--- src/rtl/hsv2rgb_pkg.sv ---
`timescale 1ns / 1ps
// ---------------------------------------------------------------------------
// HSV to RGB converter package
// Transaction types, fixed-point constants and hue sector codes shared by
// the converter RTL.
// ---------------------------------------------------------------------------
package hsv2rgb_pkg;

    // One HSV colour, all fields two's complement.
    typedef struct packed {
        logic signed [15:0] hue_in;
        logic signed [15:0] sat_in;
        logic signed [15:0] val_in;
    } t_hsv;

    // One RGB triple.
    typedef struct packed {
        logic [7:0] red_out;
        logic [7:0] green_out;
        logic [7:0] blue_out;
    } t_rgb;

    // Clamp limits: hue in 1/16 degree, saturation and value in 1/16 percent.
    localparam logic [12:0] HUE_MAX  = 13'd5760;
    localparam logic [10:0] PCT_MAX  = 11'd1600;

    // Width of one 60 degree sector in hue units, and its multiples.
    localparam logic [9:0]  SECTOR_W = 10'd960;
    localparam logic [12:0] HUE_SEC1 = 13'd960;
    localparam logic [12:0] HUE_SEC2 = 13'd1920;
    localparam logic [12:0] HUE_SEC3 = 13'd2880;
    localparam logic [12:0] HUE_SEC4 = 13'd3840;
    localparam logic [12:0] HUE_SEC5 = 13'd4800;

    // Unity for the term (1 - s*x), scaled by 1600 * 960.
    localparam logic [20:0] FULL_ONE = 21'd1536000;

    // Rounding offset D = 1600 * 1600 * 960; the divisor 2D is 2^19 * 9375.
    localparam logic [40:0] ROUND_BIAS = 41'd2457600000;
    localparam int          QUOT_LSB   = 19;

    // Reciprocal of 9375: ceil(2^36 / 9375), exact for dividends below 2^22.
    localparam logic [22:0] RECIP       = 23'd7330078;
    localparam int          RECIP_SHIFT = 36;

    // Hue sector codes.
    localparam logic [2:0] SECTOR_RY = 3'd0;
    localparam logic [2:0] SECTOR_YG = 3'd1;
    localparam logic [2:0] SECTOR_GC = 3'd2;
    localparam logic [2:0] SECTOR_CB = 3'd3;
    localparam logic [2:0] SECTOR_BM = 3'd4;
    localparam logic [2:0] SECTOR_MR = 3'd5;

    // Lane numbers of the three colour channels.
    localparam int LANE_R = 0;
    localparam int LANE_G = 1;
    localparam int LANE_B = 2;

endpackage

--- src/rtl/hsv_to_rgb_converter.sv ---
`timescale 1ns / 1ps
// ---------------------------------------------------------------------------
// HSV to RGB converter
// Five-stage pipeline that turns one HSV colour per clock into an 8-bit
// RGB triple using exact fixed-point arithmetic with round half up.
// ---------------------------------------------------------------------------
// The converter accepts a new transaction in every clock cycle: busy is
// always low, so a colour is taken at every rising edge at which start is
// high. Each result is shown on o_rgb, marked by o_valid, for one cycle,
// once its colour has passed the five register stages. Results leave in
// the order that colours arrived. The receiver cannot stall the block and
// must take each result in the cycle that it is shown. The five register
// stages are: clamp and sector split, the saturation products, the value
// products, the scaling add, and the reciprocal multiply that divides
// by the fixed denominator. Hue is in 1/16 degree and is clamped to 0..5760,
// saturation and value are in 1/16 percent and are clamped to 0..1600. A hue
// of exactly 360 degrees gives the same colour as 0 degrees.
// ---------------------------------------------------------------------------
module hsv_to_rgb_converter (
    input  logic              i_clk,
    input  logic              i_rst_n,
    input  logic              start,
    output logic              busy,
    input  hsv2rgb_pkg::t_hsv i_hsv,
    output logic              o_valid,
    output hsv2rgb_pkg::t_rgb o_rgb
);
    import hsv2rgb_pkg::*;

    // -----------------------------------------------------------------------
    // Stage 1: clamp the inputs and split the hue into sector and fraction.
    // -----------------------------------------------------------------------
    logic [12:0] n_hue;
    logic [10:0] n_sat1;
    logic [10:0] n_val1;
    logic [2:0]  n_sec1;
    logic [12:0] n_base1;
    logic [12:0] n_frac_full;

    logic        r_vld1;
    logic [2:0]  r_sec1;
    logic [9:0]  r_frac1;
    logic [10:0] r_sat1;
    logic [10:0] r_val1;

    always_comb begin
        if (i_hsv.hue_in < 16'sd0) begin
            n_hue = '0;
        end else if (i_hsv.hue_in > $signed({3'b000, HUE_MAX})) begin
            n_hue = HUE_MAX;
        end else begin
            n_hue = i_hsv.hue_in[12:0];
        end

        if (i_hsv.sat_in < 16'sd0) begin
            n_sat1 = '0;
        end else if (i_hsv.sat_in > $signed({5'b00000, PCT_MAX})) begin
            n_sat1 = PCT_MAX;
        end else begin
            n_sat1 = i_hsv.sat_in[10:0];
        end

        if (i_hsv.val_in < 16'sd0) begin
            n_val1 = '0;
        end else if (i_hsv.val_in > $signed({5'b00000, PCT_MAX})) begin
            n_val1 = PCT_MAX;
        end else begin
            n_val1 = i_hsv.val_in[10:0];
        end

        // The full circle falls into the last sector with a whole fraction.
        if (n_hue >= HUE_SEC5) begin
            n_sec1  = SECTOR_MR;
            n_base1 = HUE_SEC5;
        end else if (n_hue >= HUE_SEC4) begin
            n_sec1  = SECTOR_BM;
            n_base1 = HUE_SEC4;
        end else if (n_hue >= HUE_SEC3) begin
            n_sec1  = SECTOR_CB;
            n_base1 = HUE_SEC3;
        end else if (n_hue >= HUE_SEC2) begin
            n_sec1  = SECTOR_GC;
            n_base1 = HUE_SEC2;
        end else if (n_hue >= HUE_SEC1) begin
            n_sec1  = SECTOR_YG;
            n_base1 = HUE_SEC1;
        end else begin
            n_sec1  = SECTOR_RY;
            n_base1 = '0;
        end
        n_frac_full = n_hue - n_base1;
    end

    always_ff @(posedge i_clk) begin
        if (!i_rst_n) begin
            r_vld1 <= 1'b0;
        end else begin
            r_vld1 <= start;
        end
        r_sec1  <= n_sec1;
        r_frac1 <= n_frac_full[9:0];
        r_sat1  <= n_sat1;
        r_val1  <= n_val1;
    end

    // -----------------------------------------------------------------------
    // Stage 2: form the scaled terms 1 - s*x for p, q and t, then route them
    // to the channels by sector. The v term is the constant unity.
    // -----------------------------------------------------------------------
    logic [20:0] n_sx_p;
    logic [20:0] n_sx_q;
    logic [20:0] n_sx_t;
    logic [20:0] n_w_p;
    logic [20:0] n_w_q;
    logic [20:0] n_w_t;
    logic [20:0] n_w2 [3];

    logic        r_vld2;
    logic [10:0] r_val2;
    logic [20:0] r_w2 [3];

    always_comb begin
        n_sx_p = 21'(r_sat1) * 21'(SECTOR_W);
        n_sx_q = 21'(r_sat1) * 21'(r_frac1);
        n_sx_t = 21'(r_sat1) * 21'(SECTOR_W - r_frac1);
        n_w_p  = FULL_ONE - n_sx_p;
        n_w_q  = FULL_ONE - n_sx_q;
        n_w_t  = FULL_ONE - n_sx_t;

        case (r_sec1)
            SECTOR_RY: begin
                n_w2[LANE_R] = FULL_ONE;
                n_w2[LANE_G] = n_w_t;
                n_w2[LANE_B] = n_w_p;
            end
            SECTOR_YG: begin
                n_w2[LANE_R] = n_w_q;
                n_w2[LANE_G] = FULL_ONE;
                n_w2[LANE_B] = n_w_p;
            end
            SECTOR_GC: begin
                n_w2[LANE_R] = n_w_p;
                n_w2[LANE_G] = FULL_ONE;
                n_w2[LANE_B] = n_w_t;
            end
            SECTOR_CB: begin
                n_w2[LANE_R] = n_w_p;
                n_w2[LANE_G] = n_w_q;
                n_w2[LANE_B] = FULL_ONE;
            end
            SECTOR_BM: begin
                n_w2[LANE_R] = n_w_t;
                n_w2[LANE_G] = n_w_p;
                n_w2[LANE_B] = FULL_ONE;
            end
            default: begin
                n_w2[LANE_R] = FULL_ONE;
                n_w2[LANE_G] = n_w_p;
                n_w2[LANE_B] = n_w_q;
            end
        endcase
    end

    always_ff @(posedge i_clk) begin
        if (!i_rst_n) begin
            r_vld2 <= 1'b0;
        end else begin
            r_vld2 <= r_vld1;
        end
        r_val2 <= r_val1;
        r_w2   <= n_w2;
    end

    // -----------------------------------------------------------------------
    // Stage 3: multiply each channel term by the value.
    // -----------------------------------------------------------------------
    logic [31:0] n_prod3 [3];
    logic        r_vld3;
    logic [31:0] r_prod3 [3];

    always_comb begin
        for (int lane = 0; lane < 3; lane++) begin
            n_prod3[lane] = 32'(r_val2) * 32'(r_w2[lane]);
        end
    end

    always_ff @(posedge i_clk) begin
        if (!i_rst_n) begin
            r_vld3 <= 1'b0;
        end else begin
            r_vld3 <= r_vld2;
        end
        r_prod3 <= n_prod3;
    end

    // -----------------------------------------------------------------------
    // Stage 4: numerator 510*P + D for round half up. The divisor 2D has a
    // factor 2^19, which is dropped here by taking the upper bits.
    // -----------------------------------------------------------------------
    logic [40:0] n_num4 [3];
    logic [21:0] n_quo4 [3];
    logic        r_vld4;
    logic [21:0] r_quo4 [3];

    always_comb begin
        for (int lane = 0; lane < 3; lane++) begin
            n_num4[lane] = {r_prod3[lane], 9'b0} - {8'b0, r_prod3[lane], 1'b0} + ROUND_BIAS;
            n_quo4[lane] = n_num4[lane][QUOT_LSB +: 22];
        end
    end

    always_ff @(posedge i_clk) begin
        if (!i_rst_n) begin
            r_vld4 <= 1'b0;
        end else begin
            r_vld4 <= r_vld3;
        end
        r_quo4 <= n_quo4;
    end

    // -----------------------------------------------------------------------
    // Stage 5: divide by the odd factor 9375 through its reciprocal. The
    // quotient never exceeds 255, so the low eight bits above the shift are
    // the whole result.
    // -----------------------------------------------------------------------
    logic [44:0] n_recip5 [3];
    logic [7:0]  n_chan5  [3];
    logic        r_vld5;
    t_rgb        r_rgb;

    always_comb begin
        for (int lane = 0; lane < 3; lane++) begin
            n_recip5[lane] = 45'(r_quo4[lane]) * 45'(RECIP);
            n_chan5[lane]  = n_recip5[lane][RECIP_SHIFT +: 8];
        end
    end

    always_ff @(posedge i_clk) begin
        if (!i_rst_n) begin
            r_vld5 <= 1'b0;
        end else begin
            r_vld5 <= r_vld4;
        end
        r_rgb.red_out   <= n_chan5[LANE_R];
        r_rgb.green_out <= n_chan5[LANE_G];
        r_rgb.blue_out  <= n_chan5[LANE_B];
    end

    // The pipeline never stalls, so a new transaction is always welcome.
    assign busy    = 1'b0;
    assign o_valid = r_vld5;
    assign o_rgb   = r_rgb;

    // -----------------------------------------------------------------------
    // Assertions
    // -----------------------------------------------------------------------
    a_latency_start: assert property (@(posedge i_clk) disable iff (!i_rst_n)
        start |-> ##5 o_valid)
        else $error("result missing five cycles after a transaction");

    a_latency_idle: assert property (@(posedge i_clk) disable iff (!i_rst_n)
        !start |-> ##5 !o_valid)
        else $error("result without a matching transaction");

    a_grey: assert property (@(posedge i_clk) disable iff (!i_rst_n)
        (start && i_hsv.sat_in <= 16'sd0) |-> ##5
            (o_rgb.red_out == o_rgb.green_out && o_rgb.green_out == o_rgb.blue_out))
        else $error("zero saturation did not give grey");

    a_black: assert property (@(posedge i_clk) disable iff (!i_rst_n)
        (start && i_hsv.val_in <= 16'sd0) |-> ##5
            (o_rgb.red_out == 8'd0 && o_rgb.green_out == 8'd0 && o_rgb.blue_out == 8'd0))
        else $error("zero value did not give black");

endmodule
--- config.mk ---
export PLATFORM = sky130hd
export DESIGN_NAME = hsv_to_rgb_converter
export DESIGN_NICKNAME = d
export VERILOG_FILES = /design/src/rtl/hsv2rgb_pkg.sv /design/src/rtl/hsv_to_rgb_converter.sv
export SDC_FILE = /design/constraint.sdc
export NUM_CORES = 2
export LEC_CHECK = 0
export ABC_AREA = 1
export BUFFER_PORTS_ARGS = -buffer_cell sky130_fd_sc_hd__buf_2
export CORE_ASPECT_RATIO = 0.8
export CORE_UTILIZATION = 50
export CTS_CLUSTER_DIAMETER = 200
export DETAILED_ROUTE_END_ITERATION = 6
export GPL_TIMING_DRIVEN = 0
export PLACE_DENSITY = 0.74
export SLEW_MARGIN = 30
export SYNTH_ARGS = -nofsm -noshare
export SYNTH_HDL_FRONTEND = slang
export SYNTH_SLANG_ARGS = --single-unit
--- constraint.sdc ---
create_clock -name i_clk -period 6.7 [get_ports i_clk]
set_input_delay 0.67 -clock i_clk [delete_from_list [all_inputs] [get_ports i_clk]]
set_output_delay 0.67 -clock i_clk [all_outputs]
set_load 0.01 [all_outputs]
==> After elaboration in Yosys (flattened, before gate mapping) <==
Cells that the tools add are included.
{ "classes": {"n_addsub": 11, "multipliers": 9, "n_lt_le_gt_ge": 11, "n_eq_ne": 4, "n_mux": 14, "reduce_logical": 4} }
{ "ops": {"columns": ["operator", "count"], "rows": [
  ["$pmux 63 s5", 1],
  ["$mul 22x22->43 const B", 3],
  ["$add 41x32->41 const B", 3],
  ["$sub 41x33->41", 3],
  ["$mul 11x21->32", 3],
  ["$sub 21x21->21 const A", 3],
  ["$mux 10", 5],
  ["$lt 16x1->1 const B", 3],
  ["$gt 16x12->1 const B", 2],
  ["$ge 13x12->1 const B", 2],
  ["$mux 13", 2],
  ["$mux 11", 2],
  ["$mul 11x10->21", 1],
  ["$mul 12x11->21", 1],
  ["$gt 16x14->1 const B", 1],
  ["$mul 11x4->15 const B", 1],
  ["$ge 13x10->1 const B", 1],
  ["$ge 13x11->1 const B", 1],
  ["$ge 13x13->1 const B", 1],
  ["$sub 10x10->11 const A", 1],
  ["$sub 10x10->10", 1],
  ["$eq 3x2->1 const B", 2],
  ["$reduce_or 2->1", 3],
  ["$mux 2", 2],
  ["4 further kinds", 5]
]} }
{ "totals": {"register_bits": 300, "output_inout_bits": 26, "word_cells": 78} }

==> Logic depth before layout (Yosys ltp) <==
{ "logic_depth": {"word_depth": 10, "ltp_mapped": 33, "ltp_nobuf": 32} }

==> Worst setup path after synthesis <==
OpenSTA, ideal clock, no wires.
{ "synth_timing": {"path_kind": "flip-flop to flip-flop", "from": "reg r_frac1[0]", "to": "reg r_w2[16] (netlist name)", "setup_ns": 0.070, "arrival_ns": 5.547, "path_slack_ns": 1.083, "stages_incl_launch_ff": 29, "synth_period_minus_slack_ns": 5.617, "path_cell_list": "dfxtp_1 clkbuf_1 inv_1 ha_1 nor3b_1 nand3_1 xor2_1 clkbuf_1 nor2_1 fa_1 inv_1 fa_1 fa_1 fa_1 inv_1 fa_1 inv_1 ha_1 nand2_1 inv_1 nand2_1 inv_1 nand2_1 or2_2 nand3b_1 nand3_1 nand2_1 inv_1 a21oi_1"} }
{ "synth_lines": {"columns": ["item", "line", "rtl"], "rows": [
  ["from (decl)", "hsv_to_rgb_converter.sv:42", "logic [9:0] r_frac1;"],
  ["from (signal assigned)", "hsv_to_rgb_converter.sv:101", "r_frac1 <= n_frac_full[9:0];"],
  ["to (signal assigned)", "hsv_to_rgb_converter.sv:171", "r_w2 <= n_w2;"],
  ["to (decl)", "hsv_to_rgb_converter.sv:120", "logic [20:0] r_w2 [3];"]
]} }

==> results by group <==
Run
  – Max-Cap Viols: 0

Timing
  – Headroom to the max-slew limit: 35.6%
  – Max-slew violations: 0
  – Final Skew: 0.0623 ns
  – Post-route setup slack: 0.174 ns
  – Post-route minimum period: 6.53 ns
  – Achievable Freq: 153 MHz
  – Final-report hold violation count: 0
  – Endpoints failing setup: 0
  – Slew of the pin with the lowest slew margin: 0.966 ns
  – Final cycle utilization of the critical path: 97.4%

Placement
  – Cell area after placement: 76400 sq um
  – Cells after DPL: 11300
  – Port Buf Inserts: 75
  – DP Worst Slack: -0.393 ns
  – Final HPWL DP: 182000 um
  – Routability congestion estimate from global placement: 1.03

Detailed routing
  – Iteration-0 DRC count of the detailed router: 4538
  – Drt via density: 5.25
  – # DRC: 0
  – Antenna viol nets, final: 0
  – First-pass DRT Iterations: 6
  – Drt total wl: 206000 um
  – DR WL/cell: 18.1 um
  – Total number of vias: 59700

Synthesis
  – Syn Std Cell Area: 73500 sq um
  – Main area contributors after synthesis: fa_1, ha_1, inv_1, nand2_1, dfxtp_1
  – FFs w/ async S/R, synth: 0%
  – Commonest cells post-synth: inv_1, nand2_1, fa_1, ha_1, nor2_1
  – Most common cell in the synthesized netlist: inv_1
  – Top_reg_cell synth: dfxtp_1
  – Synth Instances: 9255
  – Number of synthesized flops with an enable pin: 0
  – Synth cell types: 61
  – Top-area cell type share of the netlist area: 35.2%
  – Register bit total from synthesis: 300
  – Synth area leader: fa_1
  – Yosys warnings: 0
  – Synth Area per Inst: 7.94 sq um
  – Syn Nets: 11600
  – Sequential share of the synthesized area: 8.17%

Cells and area
  – Filler cell count: 13700
  – Multi-input combinational cell area: 57400 sq um
  – Share of cells above drive strength 1: 2.71%
  – Register cell area after layout: 6010 sq um
  – Area grow syn2layout: 5.87%
  – Nets: 11700
  – Final cell area excluding filler cells: 77800 sq um
  – Finished Core Util: 53.4%
  – Non-Filler Instances: 11400

Setup path
  – WP data arrival: 7.05 ns
  – Critical Path Start: r_val2[8]
  – Worst Reg-to-Reg Cells: 19
  – WS Path Type: reg2reg
  – Crit-path max FO: 10
  – Worst EP required: 7.22 ns
  – Critical path capture point type: flip-flop
  – R2R Path End: r_prod3[26]
  – R2r setup slk: 0.17 ns
  – Crit start category: flip-flop
  – Reg2reg start: r_val2[8]

Global route
  – Initial antenna violation count: 5
  – Wire length of the first global-routing pass: 332000 um
  – Largest net degree at the start of global routing: 15
  – Global Route Usage Sum: 28.4%
  – GRT overflow: 0
  – Vias in the first global route: 61800

CTS
  – Clock Root Buffer: clkbuf_16
  – CTS sink count: 300
  – Bufs on Longest Clock Path: 3
  – Clock transition at path regs: 0.06 ns
  – CTS tree: built
  – H-tree levels: 2
  – TritonCTS Buffers: 40
  – Post-CTS setup buffer count: 0
  – Clock latency on the worst-skew pair: 0.68 ns

Hold path
  – HP Class: in2reg
  – Worst hold path depth: 3
  – Hold path startpoint: start
  – Hold endpoint: r_vld1

Floorplan
  – Core area: 146000 sq um
  – DIE AREA: 149000 sq um
  – Initial core utilization: 50.5%
  – DIE HEIGHT: 345 um
  – Site Rows: 125
  – Die W: 431 um
  – I/O pins: 77

Run status
  – Status: complete, no violations
repair_timing:
item                                    CTS  global route
cloned                                    0             0
endpoints found under the setup margin   27            31
hold buffers                              0             0
endpoints found under the hold margin     0             0
gates resized for setup                   6            26
state kept, by name, indices dropped and copies added (netlist names), 10 cells and up:
register / count
r_sat1: 11
r_frac1: 10
r_w2: 63
r_quo4: 66
r_val2: 11
o_rgb: 24
r_val1: 11
r_prod3: 96
layout make-up:
class	instances	area share, %
clock inverter	27	0.474
multi-input combinational	6256	73.8
sequential	300	7.72
buffer	181	0.931
inverter	2516	12.1
timing repair buffer	75	0.482
antenna	2	0.00643
clock buffer	43	1.31
tap	1968	3.16
how the worst max path moves through the flow:
stage / end / slack (ns)
2_1_floorplan: r_w2[16] / 1.08
3_3_place_gp: r_w2[16] / -0.27
3_5_place_dp: r_w2[13] / -0.39
4_1_cts: r_w2[16] / 0.08
5_1_grt: r_w2[20] / -0.006
6_report: r_prod3[26] / 0.17
critical path, cell delays in order, from the launching register on:
cell      delay (ns)
dfxtp_1         0.30
clkbuf_1        0.65
clkbuf_1        0.76
nand2_1         0.18
fa_1            0.51
fa_1            0.45
fa_1            0.55
fa_1            0.45
fa_1            0.50
inv_1           0.04
ha_1            0.36
nand2_1         0.12
nor2_1          0.16
nor3b_1         0.51
nand4_1         0.24
nand3_1         0.21
a21o_2          0.17
nand2_1         0.07
nand4_1         0.07
nand2_1         0.09
metal layers:
layer,GRT usage (%),share of wire [%],vias up
met5,0.504,0.059,-
met4,7.07,2.5,4
met3,6.54,9.5,296
met2,43.2,42,2265
met1,40.7,46,28900
li1,-,-,28200
kinds of logic (layout without fill, tap and decap cells):
group | Yosys count | in the layout | synth area share [%]
simple gates | 2824 | 2824 | 15.7
fa+ha+maj | 2314 | 2314 | 52.6
other cells | 1 | 3 | 0.00510
buf+inv | 2699 | 2842 | 13.8
compound gates | 899 | 899 | 7.04
flops | 300 | 300 | 8.17
xor+xnor | 218 | 218 | 2.66
placed cells by master (no fill, tap or decap), types with 25 or more instances in the layout:
cell type,count
nor3_1,65
o21ai_0,243
xor2_1,140
inv_1,2504
nor4_1,36
dfxtp_1,300
nand2_1,1788
nand4_1,73
a31oi_1,53
a21o_1,51
clkbuf_1,161
o211ai_1,25
xnor2_1,74
buf_2,82
clkbuf_16,40
fa_1,1293
o21bai_1,28
nor2_1,545
nand3_1,227
ha_1,1019
a21oi_1,370
stage by stage:
step	hold slack, ns	setup TNS (ns)
finish	0.179	0
detailed placement	0.312	-4.21
global route	0.192	-0.00625
global placement	0.313	-1.57
CTS	0.139	0
floorplan	0.310	0
Power is not shown: default switching activity piles up to over one toggle a cycle in this logic, so the estimate is an artifact.
